<file path="src/hw/rtl/lssfe_pkg.sv">
`timescale 1ns / 1ps

package lssfe_pkg;

   // Strip geometry defaults
   localparam int unsigned LED_COUNT_DEFAULT   = 16;
   localparam int unsigned RESET_BYTES_DEFAULT = 64;

   // Frame output
   localparam int unsigned MAX_CHUNKS = 56;
   localparam int unsigned CHUNK_W    = 6;
   localparam logic [7:0]  SPI_ONE    = 8'hFC;
   localparam logic [7:0]  SPI_ZERO   = 8'hC0;

   // Breathing phase
   localparam int unsigned PHASE_COUNT = 126;
   localparam int unsigned PHASE_SLOTS = 128;
   localparam logic [6:0]  PHASE_LAST  = 7'd125;

   // Configuration register indexes
   localparam int unsigned CSR_INDEX_W      = 2;
   localparam logic [1:0]  CSR_BREATH_RED   = 2'd0;
   localparam logic [1:0]  CSR_BREATH_GREEN = 2'd1;
   localparam logic [1:0]  CSR_BREATH_BLUE  = 2'd2;
   localparam logic [1:0]  CSR_BREATH_EN    = 2'd3;

   // Request codes on the input channel
   localparam logic [2:0] REQ_SET_ONE  = 3'd0;
   localparam logic [2:0] REQ_SET_ALL  = 3'd1;
   localparam logic [2:0] REQ_REFRESH  = 3'd2;
   localparam logic [2:0] REQ_TICK     = 3'd3;
   localparam logic [2:0] REQ_RESTART  = 3'd4;

   // Fixed-point constants in Q2.30
   localparam logic [63:0] PI_Q30      = 64'd3373259426;
   localparam logic [63:0] HALF_PI_Q30 = 64'd1686629713;
   localparam logic [63:0] ONE_Q30     = 64'd1073741824;

   typedef enum logic [2:0] {
      OP_SET_ONE,
      OP_SET_ALL,
      OP_REFRESH,
      OP_TICK,
      OP_RESTART,
      OP_NOP
   } op_type;

   typedef struct packed {
      op_type      op;
      logic        bad_index;
      logic [7:0]  led_index;
      logic [23:0] color;      // {red, green, blue}
   } cmd_type;

   // (sin(k/20)+1)/2 in Q0.16, Taylor series in Q2.30 with truncating products
   function automatic logic [15:0] intensity_q16(input logic [6:0] k);
      logic [63:0] x;
      logic [63:0] r2;
      logic [63:0] term;
      logic [63:0] sum;
      logic [63:0] v;
      logic        neg;
      x   = {57'd0, k} << 30;
      x   = x / 64'd20;
      neg = 1'b0;
      if (x >= PI_Q30) begin
         x   = x - PI_Q30;
         neg = 1'b1;
      end
      if (x > HALF_PI_Q30) begin
         x = PI_Q30 - x;
      end
      r2   = (x * x) >> 30;
      term = x;
      sum  = x;
      for (int n = 1; n <= 10; n++) begin
         term = (term * r2) >> 30;
         term = term / 64'((2 * n) * (2 * n + 1));
         if ((n & 1) != 0) begin
            sum = sum - term;
         end else begin
            sum = sum + term;
         end
      end
      if (sum > ONE_Q30) begin
         sum = ONE_Q30;
      end
      v = neg ? (ONE_Q30 - sum) : (ONE_Q30 + sum);
      v = (v + 64'd16384) >> 15;
      if (v > 64'd65535) begin
         v = 64'd65535;
      end
      return v[15:0];
   endfunction

   function automatic logic [PHASE_SLOTS*16-1:0] build_intensity_table();
      logic [PHASE_SLOTS*16-1:0] t;
      t = '0;
      for (int k = 0; k < PHASE_COUNT; k++) begin
         t[k*16 +: 16] = intensity_q16(7'(k));
      end
      return t;
   endfunction

   localparam logic [PHASE_SLOTS*16-1:0] INTENSITY_TABLE = build_intensity_table();

   function automatic logic [15:0] intensity_lookup(input logic [6:0] phase);
      return INTENSITY_TABLE[{phase, 4'b0000} +: 16];
   endfunction

endpackage

</file>
<file path="src/hw/rtl/lssfe_front.sv">
`timescale 1ns / 1ps

module lssfe_front #(
   parameter int unsigned LED_COUNT = lssfe_pkg::LED_COUNT_DEFAULT
) (
   input  logic               clock,
   input  logic               reset,
   input  logic               req_tvalid,
   output logic               req_tready,
   input  logic [31:0]        req_tdata,   // led_index, red, green, blue
   input  logic [2:0]         req_tuser,   // req_type
   output lssfe_pkg::cmd_type cmd,
   output logic               cmd_valid,
   input  logic               cmd_ready
);

   lssfe_pkg::cmd_type cmd_in;
   lssfe_pkg::cmd_type cmd_ff;
   logic               valid_ff;
   logic               accept;

   always_comb begin
      cmd_in.led_index = req_tdata[7:0];
      cmd_in.color     = {req_tdata[15:8], req_tdata[23:16], req_tdata[31:24]};
      cmd_in.bad_index = 1'b0;
      case (req_tuser)
         lssfe_pkg::REQ_SET_ONE: begin
            cmd_in.op        = lssfe_pkg::OP_SET_ONE;
            cmd_in.bad_index = (req_tdata[7:0] >= 8'(LED_COUNT));
         end
         lssfe_pkg::REQ_SET_ALL: cmd_in.op = lssfe_pkg::OP_SET_ALL;
         lssfe_pkg::REQ_REFRESH: cmd_in.op = lssfe_pkg::OP_REFRESH;
         lssfe_pkg::REQ_TICK:    cmd_in.op = lssfe_pkg::OP_TICK;
         lssfe_pkg::REQ_RESTART: cmd_in.op = lssfe_pkg::OP_RESTART;
         default:                cmd_in.op = lssfe_pkg::OP_NOP;
      endcase
   end

   assign req_tready = !valid_ff || cmd_ready;
   assign accept     = req_tvalid && req_tready;
   assign cmd        = cmd_ff;
   assign cmd_valid  = valid_ff;

   always_ff @(posedge clock) begin
      if (reset) begin
         valid_ff <= 1'b0;
      end else if (accept) begin
         valid_ff <= 1'b1;
      end else if (cmd_ready) begin
         valid_ff <= 1'b0;
      end
   end

   always_ff @(posedge clock) begin
      if (accept) begin
         cmd_ff <= cmd_in;
      end
   end

endmodule

</file>
<file path="src/hw/rtl/lssfe_queue.sv">
`timescale 1ns / 1ps

module lssfe_queue (
   input  logic               clock,
   input  logic               reset,
   input  lssfe_pkg::cmd_type push_cmd,
   input  logic               push_valid,
   output logic               push_ready,
   output lssfe_pkg::cmd_type pop_cmd,
   output logic               pop_valid,
   input  logic               pop_ready
);

   lssfe_pkg::cmd_type entry_ff [2];
   logic               wr_ptr_ff;
   logic               rd_ptr_ff;
   logic [1:0]         count_ff;
   logic               push;
   logic               pop;

   assign push_ready = (count_ff != 2'd2);
   assign pop_valid  = (count_ff != 2'd0);
   assign pop_cmd    = entry_ff[rd_ptr_ff];
   assign push       = push_valid && push_ready;
   assign pop        = pop_ready && pop_valid;

   always_ff @(posedge clock) begin
      if (reset) begin
         wr_ptr_ff <= 1'b0;
         rd_ptr_ff <= 1'b0;
         count_ff  <= 2'd0;
      end else begin
         if (push) begin
            wr_ptr_ff <= !wr_ptr_ff;
         end
         if (pop) begin
            rd_ptr_ff <= !rd_ptr_ff;
         end
         if (push && !pop) begin
            count_ff <= count_ff + 2'd1;
         end else if (pop && !push) begin
            count_ff <= count_ff - 2'd1;
         end
      end
   end

   always_ff @(posedge clock) begin
      if (push) begin
         entry_ff[wr_ptr_ff] <= push_cmd;
      end
   end

   a_no_pop_when_empty: assert property (@(posedge clock) disable iff (reset)
      pop_ready |-> count_ff != 2'd0)
      else $error("queue popped while empty");

endmodule

</file>
<file path="src/hw/rtl/lssfe_back.sv">
`timescale 1ns / 1ps

module lssfe_back #(
   parameter int unsigned LED_COUNT   = lssfe_pkg::LED_COUNT_DEFAULT,
   parameter int unsigned RESET_BYTES = lssfe_pkg::RESET_BYTES_DEFAULT
) (
   input  logic                              clock,
   input  logic                              reset,
   input  lssfe_pkg::cmd_type                cmd,
   input  logic                              cmd_valid,
   output logic                              cmd_pop,
   input  logic                              csr_valid,
   output logic                              csr_ready,
   input  logic [lssfe_pkg::CSR_INDEX_W-1:0] csr_index,
   input  logic [7:0]                        csr_wdata,
   output logic                              rsp_tvalid,
   input  logic                              rsp_tready,
   output logic [71:0]                       rsp_tdata,  // status, chunk
   output logic                              rsp_tuser,  // kind
   output logic                              rsp_tlast
);

   localparam int unsigned LED_W        = (LED_COUNT > 1) ? $clog2(LED_COUNT) : 1;
   localparam int unsigned DATA_CHUNKS  = 3 * LED_COUNT;
   localparam int unsigned RESET_CHUNKS = (RESET_BYTES + 7) / 8;
   localparam int unsigned ALL_CHUNKS   = DATA_CHUNKS + RESET_CHUNKS;
   localparam int unsigned FRAME_CHUNKS =
      (ALL_CHUNKS > lssfe_pkg::MAX_CHUNKS) ? lssfe_pkg::MAX_CHUNKS : ALL_CHUNKS;
   localparam logic [lssfe_pkg::CHUNK_W-1:0] LAST_CHUNK =
      lssfe_pkg::CHUNK_W'(FRAME_CHUNKS - 1);
   localparam logic [lssfe_pkg::CHUNK_W-1:0] DATA_END =
      lssfe_pkg::CHUNK_W'(DATA_CHUNKS);

   // Color slot within one LED, in wire order
   localparam logic [1:0] SLOT_GREEN = 2'd0;
   localparam logic [1:0] SLOT_RED   = 2'd1;
   localparam logic [1:0] SLOT_BLUE  = 2'd2;

   typedef enum logic [2:0] {
      ST_IDLE,
      ST_EXEC,
      ST_LOOKUP,
      ST_SCALE,
      ST_APPLY,
      ST_FRAME
   } state_type;

   state_type                     state_ff;
   lssfe_pkg::cmd_type            cmd_ff;
   logic [6:0]                    phase_ff;
   logic [6:0]                    phase_in;
   logic [15:0]                   level_ff;
   logic [23:0]                   prod_r_ff;
   logic [23:0]                   prod_g_ff;
   logic [23:0]                   prod_b_ff;
   logic [lssfe_pkg::CHUNK_W-1:0] chunk_cnt_ff;
   logic [LED_W-1:0]              led_cnt_ff;
   logic [1:0]                    slot_ff;

   logic [7:0]  breath_red_ff;
   logic [7:0]  breath_green_ff;
   logic [7:0]  breath_blue_ff;
   logic        breath_en_ff;

   logic [23:0] store_ff [LED_COUNT];
   logic        store_we_one;
   logic        store_we_all;
   logic [23:0] store_wdata;

   logic        rsp_valid_ff;
   logic        rsp_kind_ff;
   logic        rsp_status_ff;
   logic [63:0] rsp_chunk_ff;
   logic        rsp_last_ff;

   logic        out_free;
   logic        rsp_load;
   logic        in_data;
   logic [23:0] led_color;
   logic [7:0]  slot_byte;
   logic [63:0] chunk_in;

   assign out_free  = !rsp_valid_ff || rsp_tready;
   assign cmd_pop   = (state_ff == ST_IDLE) && cmd_valid;
   assign csr_ready = 1'b1;
   assign phase_in  = (phase_ff >= lssfe_pkg::PHASE_LAST) ? 7'd0 : phase_ff + 7'd1;

   // Load the output register with a status or a frame chunk
   assign rsp_load = out_free &&
                     ((state_ff == ST_FRAME) ||
                      ((state_ff == ST_EXEC) && (cmd_ff.op != lssfe_pkg::OP_REFRESH) &&
                       !((cmd_ff.op == lssfe_pkg::OP_TICK) && breath_en_ff)));

   // Expand one color byte into eight SPI bytes, MSB first in the top byte
   assign in_data   = (chunk_cnt_ff < DATA_END);
   assign led_color = store_ff[led_cnt_ff];

   always_comb begin
      case (slot_ff)
         SLOT_GREEN: slot_byte = led_color[15:8];
         SLOT_RED:   slot_byte = led_color[23:16];
         default:    slot_byte = led_color[7:0];
      endcase
      chunk_in = '0;
      if (in_data) begin
         for (int i = 0; i < 8; i++) begin
            chunk_in[i*8 +: 8] = slot_byte[i] ? lssfe_pkg::SPI_ONE : lssfe_pkg::SPI_ZERO;
         end
      end
   end

   assign store_we_one = (state_ff == ST_EXEC) && out_free &&
                         (cmd_ff.op == lssfe_pkg::OP_SET_ONE) && !cmd_ff.bad_index;
   assign store_we_all = ((state_ff == ST_EXEC) && out_free &&
                          (cmd_ff.op == lssfe_pkg::OP_SET_ALL)) ||
                         (state_ff == ST_APPLY);
   assign store_wdata  = (state_ff == ST_APPLY) ?
                         {prod_r_ff[23:16], prod_g_ff[23:16], prod_b_ff[23:16]} :
                         cmd_ff.color;

   always_ff @(posedge clock) begin
      if (reset) begin
         for (int i = 0; i < LED_COUNT; i++) begin
            store_ff[i] <= '0;
         end
      end else if (store_we_all) begin
         for (int i = 0; i < LED_COUNT; i++) begin
            store_ff[i] <= store_wdata;
         end
      end else if (store_we_one) begin
         store_ff[cmd_ff.led_index[LED_W-1:0]] <= store_wdata;
      end
   end

   always_ff @(posedge clock) begin
      if (reset) begin
         breath_red_ff   <= 8'd50;
         breath_green_ff <= 8'd50;
         breath_blue_ff  <= 8'd50;
         breath_en_ff    <= 1'b0;
      end else if (csr_valid) begin
         case (csr_index)
            lssfe_pkg::CSR_BREATH_RED:   breath_red_ff   <= csr_wdata;
            lssfe_pkg::CSR_BREATH_GREEN: breath_green_ff <= csr_wdata;
            lssfe_pkg::CSR_BREATH_BLUE:  breath_blue_ff  <= csr_wdata;
            lssfe_pkg::CSR_BREATH_EN:    breath_en_ff    <= csr_wdata[0];
            default: ;
         endcase
      end
   end

   always_ff @(posedge clock) begin
      if (reset) begin
         state_ff     <= ST_IDLE;
         phase_ff     <= 7'd0;
         rsp_valid_ff <= 1'b0;
         chunk_cnt_ff <= '0;
         led_cnt_ff   <= '0;
         slot_ff      <= SLOT_GREEN;
      end else begin
         rsp_valid_ff <= rsp_load || (rsp_valid_ff && !rsp_tready);
         case (state_ff)
            ST_IDLE: begin
               if (cmd_valid) begin
                  cmd_ff   <= cmd;
                  state_ff <= ST_EXEC;
               end
            end
            ST_EXEC: begin
               if (cmd_ff.op == lssfe_pkg::OP_REFRESH) begin
                  chunk_cnt_ff <= '0;
                  led_cnt_ff   <= '0;
                  slot_ff      <= SLOT_GREEN;
                  state_ff     <= ST_FRAME;
               end else if ((cmd_ff.op == lssfe_pkg::OP_TICK) && breath_en_ff) begin
                  phase_ff <= phase_in;
                  state_ff <= ST_LOOKUP;
               end else if (out_free) begin
                  rsp_kind_ff   <= 1'b0;
                  rsp_status_ff <= cmd_ff.bad_index;
                  rsp_chunk_ff  <= '0;
                  rsp_last_ff   <= 1'b1;
                  if (cmd_ff.op == lssfe_pkg::OP_RESTART) begin
                     phase_ff <= 7'd0;
                  end
                  state_ff <= ST_IDLE;
               end
            end
            ST_LOOKUP: begin
               level_ff <= lssfe_pkg::intensity_lookup(phase_ff);
               state_ff <= ST_SCALE;
            end
            ST_SCALE: begin
               prod_r_ff <= {16'd0, breath_red_ff} * {8'd0, level_ff};
               prod_g_ff <= {16'd0, breath_green_ff} * {8'd0, level_ff};
               prod_b_ff <= {16'd0, breath_blue_ff} * {8'd0, level_ff};
               state_ff  <= ST_APPLY;
            end
            ST_APPLY: begin
               chunk_cnt_ff <= '0;
               led_cnt_ff   <= '0;
               slot_ff      <= SLOT_GREEN;
               state_ff     <= ST_FRAME;
            end
            ST_FRAME: begin
               if (out_free) begin
                  rsp_kind_ff   <= 1'b1;
                  rsp_status_ff <= 1'b0;
                  rsp_chunk_ff  <= chunk_in;
                  rsp_last_ff   <= (chunk_cnt_ff == LAST_CHUNK);
                  chunk_cnt_ff  <= chunk_cnt_ff + 1'b1;
                  // hold the LED pointer once the reset bytes start
                  if (in_data) begin
                     if (slot_ff == SLOT_BLUE) begin
                        slot_ff <= SLOT_GREEN;
                        if (chunk_cnt_ff != DATA_END - 1'b1) begin
                           led_cnt_ff <= led_cnt_ff + 1'b1;
                        end
                     end else begin
                        slot_ff <= slot_ff + 2'd1;
                     end
                  end
                  if (chunk_cnt_ff == LAST_CHUNK) begin
                     state_ff <= ST_IDLE;
                  end
               end
            end
            default: state_ff <= ST_IDLE;
         endcase
      end
   end

   assign rsp_tvalid = rsp_valid_ff;
   assign rsp_tdata  = {7'd0, rsp_chunk_ff, rsp_status_ff};
   assign rsp_tuser  = rsp_kind_ff;
   assign rsp_tlast  = rsp_last_ff;

   a_phase_range: assert property (@(posedge clock) disable iff (reset)
      phase_ff <= lssfe_pkg::PHASE_LAST)
      else $error("breathing phase out of range");

   a_status_is_last: assert property (@(posedge clock) disable iff (reset)
      rsp_valid_ff && !rsp_kind_ff |-> rsp_last_ff)
      else $error("status transaction without last");

   a_chunk_bound: assert property (@(posedge clock) disable iff (reset)
      state_ff == ST_FRAME |-> chunk_cnt_ff <= LAST_CHUNK)
      else $error("frame chunk counter past end");

   a_no_write_in_frame: assert property (@(posedge clock) disable iff (reset)
      state_ff == ST_FRAME |-> !(store_we_one || store_we_all))
      else $error("color store written during frame");

endmodule

</file>
<file path="src/hw/rtl/led_strip_spi_frame_encoder.sv">
`timescale 1ns / 1ps

// LED strip SPI frame encoder.
// req channel: one transaction per request; req_tuser is the request code (set one LED,
// set all, refresh, breathing tick, restart phase), req_tdata carries index and color.
// rsp channel: a status transaction (rsp_tuser 0) or a run of 64-bit frame chunks
// (rsp_tuser 1); rsp_tlast marks the final transaction of each request.
// csr channel: write-only, always ready; index 0..3 selects breath red, green, blue, enable.
// A request passes an input register and a two-entry queue before the executor, which
// registers its status result in the output register. A refresh streams one chunk per
// cycle while rsp_tready is high, 3*LED_COUNT + RESET_BYTES/8 (rounded up) chunks, at
// most 56 (56 with defaults); an enabled tick first does the intensity lookup, the color
// scaling and the store update, then streams a frame. Item rate is set by the single
// executor: one request at a time, its results one per cycle while rsp_tready is high.
// The queue takes requests until full while the executor waits on a stalled receiver; the
// output register holds its transaction until taken. Reset clears the color store, the
// breathing phase and the queue, and loads the breathing color 50,50,50 with breathing off.
module led_strip_spi_frame_encoder #(
   parameter int unsigned LED_COUNT   = lssfe_pkg::LED_COUNT_DEFAULT,
   parameter int unsigned RESET_BYTES = lssfe_pkg::RESET_BYTES_DEFAULT
) (
   input  logic                              clock,
   input  logic                              reset,
   input  logic                              req_tvalid,
   output logic                              req_tready,
   input  logic [31:0]                       req_tdata,  // led_index, red, green, blue
   input  logic [2:0]                        req_tuser,  // req_type
   output logic                              rsp_tvalid,
   input  logic                              rsp_tready,
   output logic [71:0]                       rsp_tdata,  // status, chunk, zero pad
   output logic                              rsp_tuser,  // kind
   output logic                              rsp_tlast,  // last
   input  logic                              csr_valid,
   output logic                              csr_ready,
   input  logic [lssfe_pkg::CSR_INDEX_W-1:0] csr_index,
   input  logic [7:0]                        csr_wdata
);

   lssfe_pkg::cmd_type front_cmd;
   logic               front_valid;
   logic               front_ready;
   lssfe_pkg::cmd_type queue_cmd;
   logic               queue_valid;
   logic               queue_pop;

   lssfe_front #(
      .LED_COUNT (LED_COUNT)
   ) u_front (
      .clock      (clock),
      .reset      (reset),
      .req_tvalid (req_tvalid),
      .req_tready (req_tready),
      .req_tdata  (req_tdata),
      .req_tuser  (req_tuser),
      .cmd        (front_cmd),
      .cmd_valid  (front_valid),
      .cmd_ready  (front_ready)
   );

   lssfe_queue u_queue (
      .clock      (clock),
      .reset      (reset),
      .push_cmd   (front_cmd),
      .push_valid (front_valid),
      .push_ready (front_ready),
      .pop_cmd    (queue_cmd),
      .pop_valid  (queue_valid),
      .pop_ready  (queue_pop)
   );

   lssfe_back #(
      .LED_COUNT   (LED_COUNT),
      .RESET_BYTES (RESET_BYTES)
   ) u_back (
      .clock      (clock),
      .reset      (reset),
      .cmd        (queue_cmd),
      .cmd_valid  (queue_valid),
      .cmd_pop    (queue_pop),
      .csr_valid  (csr_valid),
      .csr_ready  (csr_ready),
      .csr_index  (csr_index),
      .csr_wdata  (csr_wdata),
      .rsp_tvalid (rsp_tvalid),
      .rsp_tready (rsp_tready),
      .rsp_tdata  (rsp_tdata),
      .rsp_tuser  (rsp_tuser),
      .rsp_tlast  (rsp_tlast)
   );

endmodule

</file>
<file path="config.mk">
export PLATFORM = sky130hd
export DESIGN_NAME = led_strip_spi_frame_encoder
export DESIGN_NICKNAME = d
export VERILOG_FILES = /design/src/hw/rtl/lssfe_pkg.sv /design/src/hw/rtl/lssfe_front.sv /design/src/hw/rtl/lssfe_queue.sv /design/src/hw/rtl/lssfe_back.sv /design/src/hw/rtl/led_strip_spi_frame_encoder.sv
export SDC_FILE = /design/constraint.sdc
export NUM_CORES = 2
export LEC_CHECK = 0
export BUFFER_PORTS_ARGS = -buffer_cell sky130_fd_sc_hd__buf_4
export CAP_MARGIN = 20
export CORE_MARGIN = 4
export CORE_UTILIZATION = 58
export CTS_CLUSTER_SIZE = 24
export DETAILED_ROUTE_END_ITERATION = 8
export PLACE_DENSITY = 0.78
export REMOVE_ABC_BUFFERS = 1
export SYNTH_ARGS = -nofsm -noshare
export SYNTH_HDL_FRONTEND = slang
export SYNTH_HIERARCHICAL = 1
export SYNTH_SLANG_ARGS = --single-unit
</file>
<file path="constraint.sdc">
create_clock -name clock -period 4.3 [get_ports clock]
set_input_delay 0.86 -clock clock [delete_from_list [all_inputs] [get_ports clock]]
set_output_delay 0.86 -clock clock [all_outputs]
set_load 0.05 [all_outputs]
</file>
==> impl_metrics.json <==
{
  "worstSetupPathType": "reg2reg",
  "root_buffer": "clkbuf_16",
  "drt_iter0_drc": 3364,
  "fin_ws_ps": -513,
  "antenna_left": 0,
  "core_um2": 67200,
  "p_int_mw": 12.3,
  "worst_ep_required_time_ps": 4700,
  "grt_max_degree": 91,
  "grt_pass1_vias": 27300,
  "start_util": 0.584,
  "rows": 95,
  "ys_warn_count": 6,
  "grt_pass1_wl_um": 156000,
  "power_switching_mw": 5.11,
  "p_seq_frac": 0.449,
  "wl_per_cell_um": 22.9,
  "postCtsHoldBufs": 0,
  "routabilityCongestion": 0.954,
  "synth.cell_area_um2": 39200,
  "instances_no_fill": 4475,
  "die_y_um": 268,
  "period_share": 1.12,
  "clock_latency_ps": 630,
  "rsz0062_at_grt": "yes",
  "syn-instance-count": 3393,
  "hold_class": "in2reg",
  "fin_worst_skew_ps": 47.2,
  "setup_viol": 24,
  "dieArea_um2": 71900,
  "grt.overflow.total": 0,
  "wl_met1_um": 38300,
  "drive_above_1_share": 0.209,
  "violations": "negative setup slack",
  "hold_viol": 0,
  "powerDensity_nw_per_um2": 389,
  "wl_um": 102000,
  "place_ws_ps": -612,
  "grt.total_usage": 0.283,
  "fillers": 4588,
  "final_common_cell": "edfxtp_1",
  "worst_pin_slew_ps": 1170,
  "synth.avg_cell_area_um2": 11.6,
  "pwr-share-clk": 0.333,
  "switching_share": 0.293,
  "vias_per_cell": 6.05,
  "final_cell_mix": "edfxtp_1, nor2_1, buf_4",
  "status": "complete, but fails checks",
  "slew_headroom": 0.216,
  "dp_cells": 4326,
  "vias": 27100,
  "worstSetupEndpointType": "flip-flop",
  "min_period_ps": 4810,
  "antenna_found_initial": 1,
  "clkSlewWorstSetupHoldPaths_ps": 60,
  "final_net_count": 3994,
  "r2r_setup_slack_ps": -510,
  "numCtsBuffers": 67,
  "topRoutingLayerUsed": "met4",
  "io_pins": 127,
  "clockBufferDepth": 3,
  "die_w_um": 268,
  "crit_fanout": 6,
  "dp_hpwl_um": 67600,
  "cts_sinks": 622,
  "area_growth_pct": 14.2,
  "cts_tree": "yes",
  "dr.pass1.iters": 6,
  "cp.arrival_ps": 5210,
  "clock.fmax_mhz": 208,
  "drc_errors": 0,
  "power_frac_comb": 0.218,
  "met3_length_um": 9340,
  "portBuffers": 102,
  "worst_ir_drop_vdd_uv": 354,
  "cellLeakagePower_nw": 18.1,
  "wl_met2_um": 50600,
  "slew_viol_final": 0,
  "max_cap_violations": 0,
  "startpoint_type": "flip-flop",
  "h-tree-depth": 3
}
## flip-flops by register name, indices dropped and copies added (netlist names), 2 cells and up, named ones only
register,flops
u_back/store_ff,384
u_back/breath_blue_ff,8
u_back/led_cnt_ff,4
u_back/rsp_chunk_ff,9
u_back/prod_r_ff,8
u_back/phase_ff,7
u_back/slot_ff,2
u_back/state_ff,3
u_queue/entry_ff,64
u_back/chunk_cnt_ff,6
u_back/level_ff,16
u_queue/count_ff,2
u_back/breath_green_ff,8
u_front/cmd,32
u_back/prod_g_ff,8
u_back/prod_b_ff,8
u_back/cmd_ff,32
u_back/breath_red_ff,8
## worst paths after layout
check	from	endpoint	depth (start not counted)
worst max-delay path	u_back/level_ff[4]	u_back/prod_b_ff[22]	20
worst min-delay path	req_tdata[13]	u_front/cmd[21]	1
worst max register to register	u_back/level_ff[4]	u_back/prod_b_ff[22]	20
worst min register to register	u_front/cmd[1]	u_queue/entry_ff[0][1]	0
## critical path, cell delays in order (launching register included)
cell and delay, ps:
edfxtp_1 520, buf_6 200, buf_6 120, and2_4 150, fa_2 520, fa_2 440
fa_1 490, inv_1 50, fa_2 530, inv_2 40, ha_4 140, a21o_1 160
a21oi_2 170, buf_4 150, o21ai_4 60, o21ai_4 200, buf_6 130, nor3_4 40
nor2_4 160, nand2_2 80, o311ai_1 240
## what timing repair did
item,4_1_cts,5_1_grt
setup buffers,17,13
endpoints found under the setup margin,24,24
cloned,1,1
gates resized for setup,63,63
pin swaps,66,50
## cell type report
| class | count | area, µm² | share of cell area |
|---|---|---|---|
| inverters | 295 | 1110 | 0.0247 |
| multi-input cells | 2203 | 19300 | 0.431 |
| repair buffers | 365 | 2940 | 0.0657 |
| clock inverters | 29 | 372 | 0.00829 |
| diodes | 1 | 2.50 | 0.0000558 |
| well taps | 873 | 1090 | 0.0244 |
| flip-flops and latches | 622 | 18100 | 0.404 |
| clock buffers | 87 | 1860 | 0.0416 |
## metrics by stage
stage               setup TNS (ps)  cell area (µm²)  hold WS, ps  power [mW]  utilization
floorplan                  -336330            37900          421        9.98            -
global placement             -7340            41700          422        11.2        0.622
detailed placement           -8700            41800          436        11.4        0.622
CTS                          -7930            44400          382        17.3        0.661
global route                -12620            44800          387        18.2        0.667
finish                       -9060            44800          412        17.4        0.667
## routing by layer
| layer | GRT usage | vias to the layer above |
|---|---|---|
| li1 | - | 11900 |
| met1 | 0.370 | 13400 |
| met2 | 0.470 | 1529 |
| met3 | 0.0560 | 259 |
| met4 | 0.120 | 0 |
| met5 | 0 | - |
## power by group through the flow
| stage | clock (mW) | combinational (mW) | sequential, mW |
|---|---|---|---|
| 2_1_floorplan | 0 | 1.98 | 8.00 |
| 3_3_place_gp | 0 | 3.33 | 7.88 |
| 3_5_place_dp | 0 | 3.44 | 7.93 |
| 4_1_cts | 5.87 | 3.61 | 7.82 |
| 5_1_grt | 6.15 | 4.14 | 7.87 |
| 6_report | 5.80 | 3.80 | 7.83 |
(Power assumes the default switching activity.)
